File: src/hw/rtl/auth_rl_pkg.sv
// Types and constants shared by the authentication failure rate limiter.
package auth_rl_pkg;

  localparam int unsigned SOURCES = 8;
  localparam int unsigned SLOT_W = (SOURCES > 1) ? $clog2(SOURCES) : 1;
  localparam int unsigned KEY_W = 64;
  localparam int unsigned TIME_W = 48;
  localparam int unsigned FAIL_W = 16;
  localparam int unsigned MS_W = 27;
  localparam int unsigned RETRY_W = 17;

  localparam logic [1:0] OP_QUERY = 2'd0;
  localparam logic [1:0] OP_FAIL = 2'd1;
  localparam logic [1:0] OP_OK = 2'd2;
  localparam logic [1:0] OP_NOP = 2'd3;

  localparam logic [2:0] REG_FREE_TRIES = 3'd0;
  localparam logic [2:0] REG_FIRST_DELAY = 3'd1;
  localparam logic [2:0] REG_MAX_DELAY = 3'd2;
  localparam logic [2:0] REG_BUCKET_SIZE = 3'd3;
  localparam logic [2:0] REG_REFILL_PERIOD = 3'd4;
  localparam logic [2:0] REG_FORGET_AFTER = 3'd5;

  localparam logic [FAIL_W-1:0] FAIL_MAX = 16'hFFFF;
  localparam logic [RETRY_W-1:0] RETRY_MAX = 17'd86400;
  localparam logic [TIME_W-1:0] RETRY_MAX_MS = 48'd86400000;
  localparam logic [MS_W-1:0] ROUND_UP = 27'd999;
  localparam logic [27:0] RECIP_1000 = 28'd137438954;
  localparam int unsigned RECIP_SHIFT = 37;

  typedef struct packed {
    logic vld;
    logic [KEY_W-1:0] key;
    logic hit;
    logic [SLOT_W-1:0] idx;
    logic [SLOT_W-1:0] pick;
    logic pick_vld;
    logic [TIME_W-1:0] pick_ls;
    logic [FAIL_W-1:0] fails;
    logic [TIME_W-1:0] wait_until;
    logic [TIME_W-1:0] last;
    logic told;
  } probe_t;

  typedef struct packed {
    logic en;
    logic [SLOT_W-1:0] idx;
    logic [KEY_W-1:0] key;
    logic [FAIL_W-1:0] fails;
    logic [TIME_W-1:0] wait_until;
    logic [TIME_W-1:0] last;
    logic told;
  } slot_wr_t;

endpackage

File: src/hw/rtl/auth_rl_cell.sv
// One source slot of the table, passing the lookup probe to its neighbor.
module auth_rl_cell import auth_rl_pkg::*; #(
  parameter int unsigned IDX = 0
) (
  input  logic     clk,
  input  logic     rst_n,
  input  probe_t   probe_in,
  output probe_t   probe_out,
  input  slot_wr_t wr
);

  logic valid_r;
  logic [KEY_W-1:0] key_r;
  logic [FAIL_W-1:0] fails_r;
  logic [TIME_W-1:0] wait_r;
  logic [TIME_W-1:0] last_r;
  logic told_r;
  probe_t probe_r;
  probe_t probe_nxt;
  logic wr_sel;

  assign wr_sel = wr.en && (wr.idx == SLOT_W'(IDX));

  always_comb begin
    probe_nxt = probe_in;
    if (!probe_in.hit) begin
      if (valid_r && key_r == probe_in.key) begin
        probe_nxt.hit = 1'b1;
        probe_nxt.idx = SLOT_W'(IDX);
        probe_nxt.fails = fails_r;
        probe_nxt.wait_until = wait_r;
        probe_nxt.last = last_r;
        probe_nxt.told = told_r;
      end else if (!valid_r) begin
        probe_nxt.pick = SLOT_W'(IDX);
        probe_nxt.pick_vld = 1'b0;
      end else if (probe_in.pick_vld && last_r < probe_in.pick_ls) begin
        probe_nxt.pick = SLOT_W'(IDX);
        probe_nxt.pick_ls = last_r;
      end
    end
  end

  always_ff @(posedge clk) begin
    if (wr_sel) begin
      key_r <= wr.key;
      fails_r <= wr.fails;
      wait_r <= wr.wait_until;
      last_r <= wr.last;
      told_r <= wr.told;
    end
    if (!rst_n) begin
      probe_r <= '0;
      valid_r <= 1'b0;
    end else begin
      probe_r <= probe_nxt;
      if (wr_sel) begin
        valid_r <= 1'b1;
      end
    end
  end

  assign probe_out = probe_r;

endmodule

File: config.mk
export PLATFORM = sky130hd
export DESIGN_NAME = auth_rl_cell
export DESIGN_NICKNAME = d
export VERILOG_FILES = /design/src/hw/rtl/auth_rl_pkg.sv /design/src/hw/rtl/auth_rl_cell.sv
export SDC_FILE = /design/constraint.sdc
export NUM_CORES = 1
export LEC_CHECK = 0
export BUFFER_PORTS_ARGS = -buffer_cell sky130_fd_sc_hd__buf_2
export CAP_MARGIN = 25
export CELL_PAD_IN_SITES_DETAIL_PLACEMENT = 0
export CELL_PAD_IN_SITES_GLOBAL_PLACEMENT = 1
export CORE_AREA = 2 2 255 257
export CTS_BUF_LIST = sky130_fd_sc_hd__clkbuf_4 sky130_fd_sc_hd__clkbuf_8 sky130_fd_sc_hd__clkbuf_16
export DETAILED_ROUTE_END_ITERATION = 7
export DIE_AREA = 0 0 257 259
export PLACE_DENSITY_LB_ADDON = 0.1
export SLEW_MARGIN = 0
export SYNTH_ARGS = -nofsm -noshare
export SYNTH_HDL_FRONTEND = slang
export SYNTH_SLANG_ARGS = --single-unit
File: constraint.sdc
create_clock -name clk -period 31.6 [get_ports clk]
set_input_delay 3.16 -clock clk [delete_from_list [all_inputs] [get_ports clk]]
set_output_delay 3.16 -clock clk [all_outputs]
set_load 0.1 [all_outputs]
After elaboration in Yosys (flattened, before gate mapping)
Index checks and enable logic that the tools add are counted.
{"block": "classes", "n_lt_le_gt_ge": 1, "reduce_logical": 4, "n_mux": 9, "eq_ne": 1}
{"cell": "$mux W169", "count": 1}
{"cell": "$mux W113", "count": 1}
{"cell": "$mux W48", "count": 2}
{"cell": "$eq A64 B64 Y1", "count": 1}
{"cell": "$mux W52", "count": 1}
{"cell": "$lt A48 B48 Y1", "count": 1}
{"cell": "$mux W3", "count": 2}
{"cell": "$mux W4", "count": 1}
{"cell": "$logic_and A1 B1 Y1", "count": 3}
{"cell": "$logic_not A3 Y1", "count": 1}
{"cell": "$mux W1", "count": 1}
{"block": "totals", "word_cells": 32, "register_bits": 412, "input_bits": 417, "output_inout_bits": 234}

Longest topological paths before layout
Gate-level depths: netlist of run 1.
{"block": "depth", "depth_word": 6, "depth_mapped": 11, "ltp_nobuf": 9}

Worst setup path before layout of run 1
Ideal clock, no wire load.
{"block": "synth_path", "path_type": "input port to flip-flop", "startpoint": "in wr[179] (netlist bit)", "endpoint": "reg fails_r[0] (enable)", "t_required_ns": 30.379, "setup_ns": 1.221, "path_buffers": 0, "setup_slack_ns": 8.821, "t_arrival_ns": 21.558, "cell_stages": 1, "cell_sequence": "nor4b_1"}
{"block": "synth_via", "elab_chain_cells": 2}
{"element": "from (decl)", "line": "auth_rl_cell.sv:9", "source": "input slot_wr_t wr"}
{"element": "$logic_not A3 Y1", "line": "auth_rl_cell.sv:22", "source": "assign wr_sel = wr.en && (wr.idx == SLOT_W'(IDX));"}
{"element": "$logic_and A1 B1 Y1", "line": "auth_rl_cell.sv:22"}
{"element": "to (signal assigned)", "line": "auth_rl_cell.sv:47", "source": "fails_r <= wr.fails;"}
{"element": "to (decl)", "line": "auth_rl_cell.sv:14", "source": "logic [FAIL_W-1:0] fails_r;"}
No other way between the ends.
A chain may end at the register's enable or synchronous reset.

Worst setup path after layout of run 1
{"block": "layout_path", "startpoint": "in probe_in[158] (netlist bit)", "endpoint": "reg probe_r (netlist bit probe_out[125])"}
{"block": "layout_via", "elab_chain_cells": 6}
{"element": "from (decl)", "line": "auth_rl_cell.sv:7", "source": "input probe_t probe_in,"}
{"element": "$lt A48 B48 Y1", "line": "auth_rl_cell.sv:37", "source": "end else if (probe_in.pick_vld && last_r < probe_in.pick_ls) begin"}
{"element": "$logic_and A1 B1 Y1", "line": "auth_rl_cell.sv:37"}
{"element": "$mux W48", "line": "auth_rl_cell.sv:37"}
{"element": "$mux W48", "line": "auth_rl_cell.sv:34", "source": "end else if (!valid_r) begin"}
{"element": "$mux W52", "line": "auth_rl_cell.sv:27", "source": "if (valid_r && key_r == probe_in.key) begin"}
{"element": "$mux W169", "line": "auth_rl_cell.sv:26", "source": "if (!probe_in.hit) begin"}
{"element": "to (signal assigned)", "line": "auth_rl_cell.sv:56", "source": "probe_r <= probe_nxt;"}
{"element": "to (decl)", "line": "auth_rl_cell.sv:18", "source": "probe_t probe_r;"}
No other way between the ends.

==> flow_metrics.env, run 1 <==
export IMPL_status="finished clean"
export IMPL_path_class="input pin to flop"
export IMPL_final_antenna_net_count=0
export IMPL_regArea_um2=10020
export IMPL_die_w_um=257
export IMPL_cp_end_kind="flop"
export IMPL_dr_pass1_iters=4
export IMPL_worstSkewPairLatency_ns=0.59
export IMPL_max_vdd_ir_drop_v=0.00004176
export IMPL_hpwlAfterDp_um=41870
export IMPL_reg2reg_depth=9
export IMPL_netlist_top_cells_count="235 x dfxtp_1, 177 x edfxtp_1, 161 x mux2i_1, 121 x nor2b_1, 110 x nand2_1"
export IMPL_syn_to_final_growth_pct=37.48
export IMPL_post_route_cells_drive_above_1_share_pct=39.95
export IMPL_final_cells=2748
export IMPL_track_usage_pct=16.01
export IMPL_cp_arrival_ns=6.40
export IMPL_cts_root_buf="clkbuf_16"
export IMPL_max_freq_mhz=169.5
export IMPL_nFillCells=6543
export IMPL_grt_max_degree=117
export IMPL_synth_area_um2=15470
export IMPL_cts_resized=0
export IMPL_fin_setup_tns_ns=0
export IMPL_synth_edff_count=177
export IMPL_cts_setup_buffers=0
export IMPL_antenna_found_initial=28
export IMPL_final_util_pct=33.29
export IMPL_nNetsFinal=2305
export IMPL_worstMarginPinSlew_ns=0.9788
export IMPL_cts_made_buffers=49
export IMPL_min_period_over_period_pct=18.67
export IMPL_min_path_cells=2
export IMPL_rows=93
export IMPL_synth_warnings=0
export IMPL_required_ns=32.10
export IMPL_wirelength_um=55420
export IMPL_die_area_um2=66560
export IMPL_gp_congestion=0.8010
export IMPL_dp_cells=2643
export IMPL_vias_per_cell=4.004
export IMPL_pin_count=651
export IMPL_power_leakage_nw=9.157
export IMPL_setup_viol=0
export IMPL_maxCapViolations=0
export IMPL_first_iter_violations=481
export IMPL_multiInputGateArea_um2=4952
export IMPL_synth_cell_types=44
export IMPL_hold_viol=0
export IMPL_synth_area_per_cell_um2=13.11
export IMPL_yosysTopAreaCell="edfxtp_1"
export IMPL_worstSetupStartpointType="input pin"
export IMPL_vias=11000
export IMPL_grt_pass1_wl_um=77600
export IMPL_cts_buffer_depth=3
export IMPL_coreArea_um2=63880
export IMPL_finalMaxSlewViolations=0
export IMPL_critPathMaxFanout=46
export IMPL_maxSlewHeadroom_pct=34.16
export IMPL_die_h_um=259
export IMPL_grt_pass1_vias=11530
export IMPL_powerDensity_nw_per_um2=64.09
export IMPL_wire_per_inst_um=20.17
export IMPL_ys_flop_type="dfxtp_1"
export IMPL_synth_most_common_cell="dfxtp_1"
export IMPL_synth_fp_nets=1644
export IMPL_placed_area_um2=19580
export IMPL_h_tree_depth=2
export IMPL_period_minus_slack_ns=5.901
export IMPL_async_flop_share_pct=0
export IMPL_synth_area_leaders="edfxtp_1 34%, dfxtp_1 30%, mux2i_1 10%, nor2b_1 4.9%, ha_1 3.8%"
export IMPL_rsz0062_at_grt="no"
export IMPL_synthCells=1180
export IMPL_min_path_type="flop to flop"
export IMPL_cts_tree="done"
export IMPL_hold_worst_slack_ns=0.5017
export IMPL_clk_pin_slew_ns=0.06
export IMPL_yosysTopAreaCellShare_pct=34.36
export IMPL_grt_ovfl_total=0
export IMPL_ys_ff_latch=412
export IMPL_fin_worst_skew_ns=0.02365
export IMPL_final_area_um2=21270
export IMPL_drcViolationCount=0
export IMPL_initial_core_util_pct=24.22
export IMPL_hold_buffers=0
export IMPL_clock_sinks=412
export IMPL_ys_seq_area_share_pct=64.76
export IMPL_port_buffers=650
through the flow:
| step | setup slack [ns] | total power, W |
|---|---|---|
| global route | 25.48 | 0.001416 |
| detailed placement | 25.01 | 0.0008108 |
| floorplan | 8.821 | 0.0007519 |
| CTS | 25.62 | 0.001387 |
| global placement | 25.10 | 0.0008096 |
| finish | 25.70 | 0.001363 |
flip-flops by register name (all words and copies together), names as in the netlist:
name       count
fails_r       16
told_r         1
valid_r        1
wait_r        48
last_r        48
probe_out    234
key_r         64
worst max-delay path, cell delays in order:
cell and delay (ns):
buf_2 0.09, inv_1 0.04, ha_1 0.30, a21o_1 0.16, a21o_1 0.18, a221o_1 0.37, a211oi_1 0.35, o311ai_1 0.27
nor4b_4 0.38, buf_4 0.77, mux2i_1 0.28
power by group:
| group | total, W | switching, W | leakage (nW) | internal (W) |
|---|---|---|---|---|
| Clock | 0.000566 | 0.000228 | 0.819 | 0.000338 |
| Sequential | 0.000587 | 0.00000757 | 3.57 | 0.000579 |
| Combinational | 0.000210 | 0.000161 | 4.77 | 0.0000491 |
cells by family after synthesis:
logic type | after synthesis | share of synthesized area [%]
DFF | 412 | 64.76
and+or+nand+nor | 350 | 12.41
muxes | 161 | 10.42
buffers and inverters | 105 | 3.300
AOI/OAI and AO/OA | 55 | 2.483
xor gates and xnor gates | 50 | 2.831
adders and majority gates | 47 | 3.801
layer usage:
layer	vias to the layer above	share of wire [%]	track usage, %
li1	5379	-	-
met3	109	9.1	6.649
met4	26	2.7	5.572
met5	-	0.30	0
met2	383	51	28.52
met1	5106	37	16.98
cell type report:
class                      instances  share of cell area (%)
multi-input combinational        663                   23.28
timing repair buffer             659                   15.90
sequential                       412                   47.11
clock inverter                    18                  0.8118
antenna                           13                  0.1530
inverter                          56                  0.9883
tap                              855                   5.030
clock buffer                      72                   6.724
path summary, 6_finish.rpt:
path | slack (ns) | from | end
min | 0.50 | wait_r[1]$_DFFE_PP_ | probe_out[50]$_SDFF_PN0_
min reg2reg | 0.50 | wait_r[1]$_DFFE_PP_ | probe_out[50]$_SDFF_PN0_
max | 25.70 | probe_in[158] | probe_out[125]$_SDFF_PN0_
max reg2reg | 27.98 | last_r[45]$_DFFE_PP_ | probe_out[125]$_SDFF_PN0_
cells in the final DEF (no fill, tap or decap), types with 2 or more instances in the layout:
cell type    n
xnor2_1     48
clkbuf_16   49
nand4_1     19
nand2b_1     7
a211o_1      2
and2_1      65
xor2_1       2
inv_6        3
clkbuf_8     6
a2111o_1     3
o21a_1       2
nor2_1       8
ha_1        47
buf_16       2
clkbuf_4    18
inv_1       56
and3b_1      3
a21oi_1     17
clkinv_2     9
a21o_1       7
nand3_1      4
buf_2      649
o21ai_0      6
a211oi_1     2
buf_4        6
clkinv_1     3
nand2_1    110
edfxtp_1   177
mux2i_1    161
diode_2     13
dfxtp_1    235
and4_1       2
nor2b_1    121
nor4_1       7
a22o_1       3
o221ai_1     2
bufinv_16    3
Note: power is estimated with default switching activity, not from simulation.
==> run 2, diff against run 1 <==
==> constraint.sdc (replaced) <==
create_clock -name clk -period 5.4 [get_ports clk]
set_input_delay 0.54 -clock clk [delete_from_list [all_inputs] [get_ports clk]]
set_output_delay 0.54 -clock clk [all_outputs]
set_load 0.1 [all_outputs]
==> run 2 against run 1 <==
  * Clock power rose to 6.0 times the previous value
  * Design area up 0.32%
  * Die area did not move
  * First-iteration DRC count decreased by 6.4%
  * Count of clock-buffer cells in the layout grew 7
  * Final cell count is 0.11% higher
  * Sequential power rose to 5.8 times the previous value
  * Routed wire length shrank 0.63%
  * Power increased to 5.9 times the previous value
  * Combinational power grew to 5.9 times the previous value
==> flow_metrics.env, run 2 (same netlist as run 1, synthesis figures left out) <==
export IMPL_min_path_type="input pin to flop"
export IMPL_cp_arrival_ns=4.03
export IMPL_initial_core_util_pct=24.22
export IMPL_worstPathCellList="ha_1 > a21o_1 > a21o_1 > a221o_1 > a211oi_1 > o311ai_1 > nor4b_4 > buf_4 > mux2i_1"
export IMPL_vias_per_cell=4.023
export IMPL_dp_cells=2643
export IMPL_drcViolationCount=0
export IMPL_clk_pin_slew_ns=0.06
export IMPL_status="finished clean"
export IMPL_final_cells=2751
export IMPL_finalMaxSlewViolations=0
export IMPL_antenna_found_initial=32
export IMPL_critical_path_top_delay_family="compound AO/OA/AOI/OAI gates"
export IMPL_grt_max_degree=167
export IMPL_final_area_um2=21340
export IMPL_die_w_um=257
export IMPL_max_vdd_ir_drop_v=0.0002441
export IMPL_die_area_um2=66560
export IMPL_clock_sinks=412
export IMPL_h_tree_depth=2
export IMPL_cts_made_buffers=51
export IMPL_gp_congestion=0.7781
export IMPL_setup_viol=0
export IMPL_p_sw_share_pct=29.09
export IMPL_largest_reg_flops=234
export IMPL_hpwlAfterDp_um=41460
export IMPL_cts_setup_buffers=0
export IMPL_cts_tree="done"
export IMPL_max_freq_mhz=283.5
export IMPL_grt_ovfl_total=0
export IMPL_max_stage_delay_ns=0.76
export IMPL_pin_count=651
export IMPL_track_usage_pct=15.97
export IMPL_cp_end_kind="flop"
export IMPL_period_minus_slack_ns=3.527
export IMPL_powerDensity_nw_per_um2=378.2
export IMPL_port_buffers=650
export IMPL_crit_cells=9
export IMPL_grt_pass1_vias=11540
export IMPL_placed_area_um2=19610
export IMPL_cts_root_buf="clkbuf_16"
export IMPL_path_class="flop to flop"
export IMPL_maxCapViolations=0
export IMPL_reg2reg_depth=9
export IMPL_first_iter_violations=450
export IMPL_wirelength_um=55080
export IMPL_worstSkewPairLatency_ns=0.59
export IMPL_power_leakage_nw=9.184
export IMPL_rows=93
export IMPL_wire_per_inst_um=20.02
export IMPL_hold_viol=0
export IMPL_fin_setup_tns_ns=0
export IMPL_nNetsFinal=2305
export IMPL_power_frac_seq_pct=42.5
export IMPL_final_util_pct=33.40
export IMPL_pwr_share_comb_pct=15.2
export IMPL_worstSetupStartpointType="flop"
export IMPL_critPathMaxFanout=48
export IMPL_coreArea_um2=63880
export IMPL_dr_pass1_iters=5
export IMPL_cpMostUsedCell="a21o_1"
export IMPL_fin_worst_skew_ns=0.01948
export IMPL_grt_pass1_wl_um=77890
export IMPL_rsz0062_at_grt="no"
export IMPL_vias=11070
export IMPL_final_common_cell="buf_2"
export IMPL_mostFrequentLayoutCells="649 x buf_2, 235 x dfxtp_1, 177 x edfxtp_1"
export IMPL_critPathSlowestCell="buf_4"
export IMPL_cts_resized=0
export IMPL_worstMarginPinSlew_ns=1.040
export IMPL_intPower_w=0.005721
export IMPL_hold_buffers=0
export IMPL_final_antenna_net_count=0
export IMPL_cts_buffer_depth=3
export IMPL_die_h_um=259
export IMPL_syn_to_final_growth_pct=37.92
export IMPL_required_ns=5.90
export IMPL_power_share_clock_pct=42.2
export IMPL_crit_buf_inv=1
export IMPL_post_route_cells_drive_above_1_share_pct=39.97
export IMPL_min_period_over_period_pct=65.31
export IMPL_min_path_cells=1
export IMPL_power_switching_w=0.002348
export IMPL_maxSlewHeadroom_pct=30.64
## run 2: layout make-up
type	count	area (µm²)
multi-input cells	663	4961
clock inverters	17	128.9
inverters	56	210.2
clock buffers	79	1567
diodes	12	30.03
well taps	855	1070
repair buffers	657	3352
fillers	6520	42540
flip-flops and latches	412	10020
## run 2: power by group through the flow
| stage | clock [W] | combinational [W] | sequential (W) |
|---|---|---|---|
| 2_1_floorplan | 0 | 0.000208 | 0.00418 |
| 3_3_place_gp | 0 | 0.00124 | 0.00350 |
| 3_5_place_dp | 0 | 0.00124 | 0.00350 |
| 4_1_cts | 0.00354 | 0.00125 | 0.00343 |
| 5_1_grt | 0.00368 | 0.00130 | 0.00345 |
| 6_report | 0.00341 | 0.00123 | 0.00343 |
## run 2: path summary, 6_finish.rpt
check,startpoint,end,slack (ns)
worst max-delay path,last_r[45]$_DFFE_PP_,probe_out[150]$_SDFF_PN0_,1.87
worst min-delay path,wr[165],key_r[52]$_DFFE_PP_,0.12
worst max register to register,last_r[45]$_DFFE_PP_,probe_out[150]$_SDFF_PN0_,1.87
worst min register to register,fails_r[8]$_DFFE_PP_,probe_out[105]$_SDFF_PN0_,0.50
## run 2: metal layers
metal  up-vias  wire, µm  track usage [%]
met4        38      1423            4.990
met5         -       243                0
met3       110      4951            6.874
li1       5387         -                -
met2       395     27540            27.99
met1      5138     20920            17.39
## run 2: stage by stage
stage	hold slack (ns)	setup WS (ns)	total power, W
after floorplan	0.4782	-1.281	0.004388
after global placement	0.4819	1.448	0.004739
after detailed placement	0.4905	1.430	0.004745
after CTS	0.07082	1.649	0.008222
after global routing	0.08117	1.528	0.008418
final	0.1203	1.873	0.008069
## run 2: worst register-to-register path, stage by stage (launching register included)
cell	delay [ns]
edfxtp_1	0.41
ha_1	0.32
a21o_1	0.16
a21o_1	0.17
a221o_1	0.37
a211oi_1	0.40
o311ai_1	0.28
nor4b_4	0.25
buf_4	0.76
mux2i_1	0.33
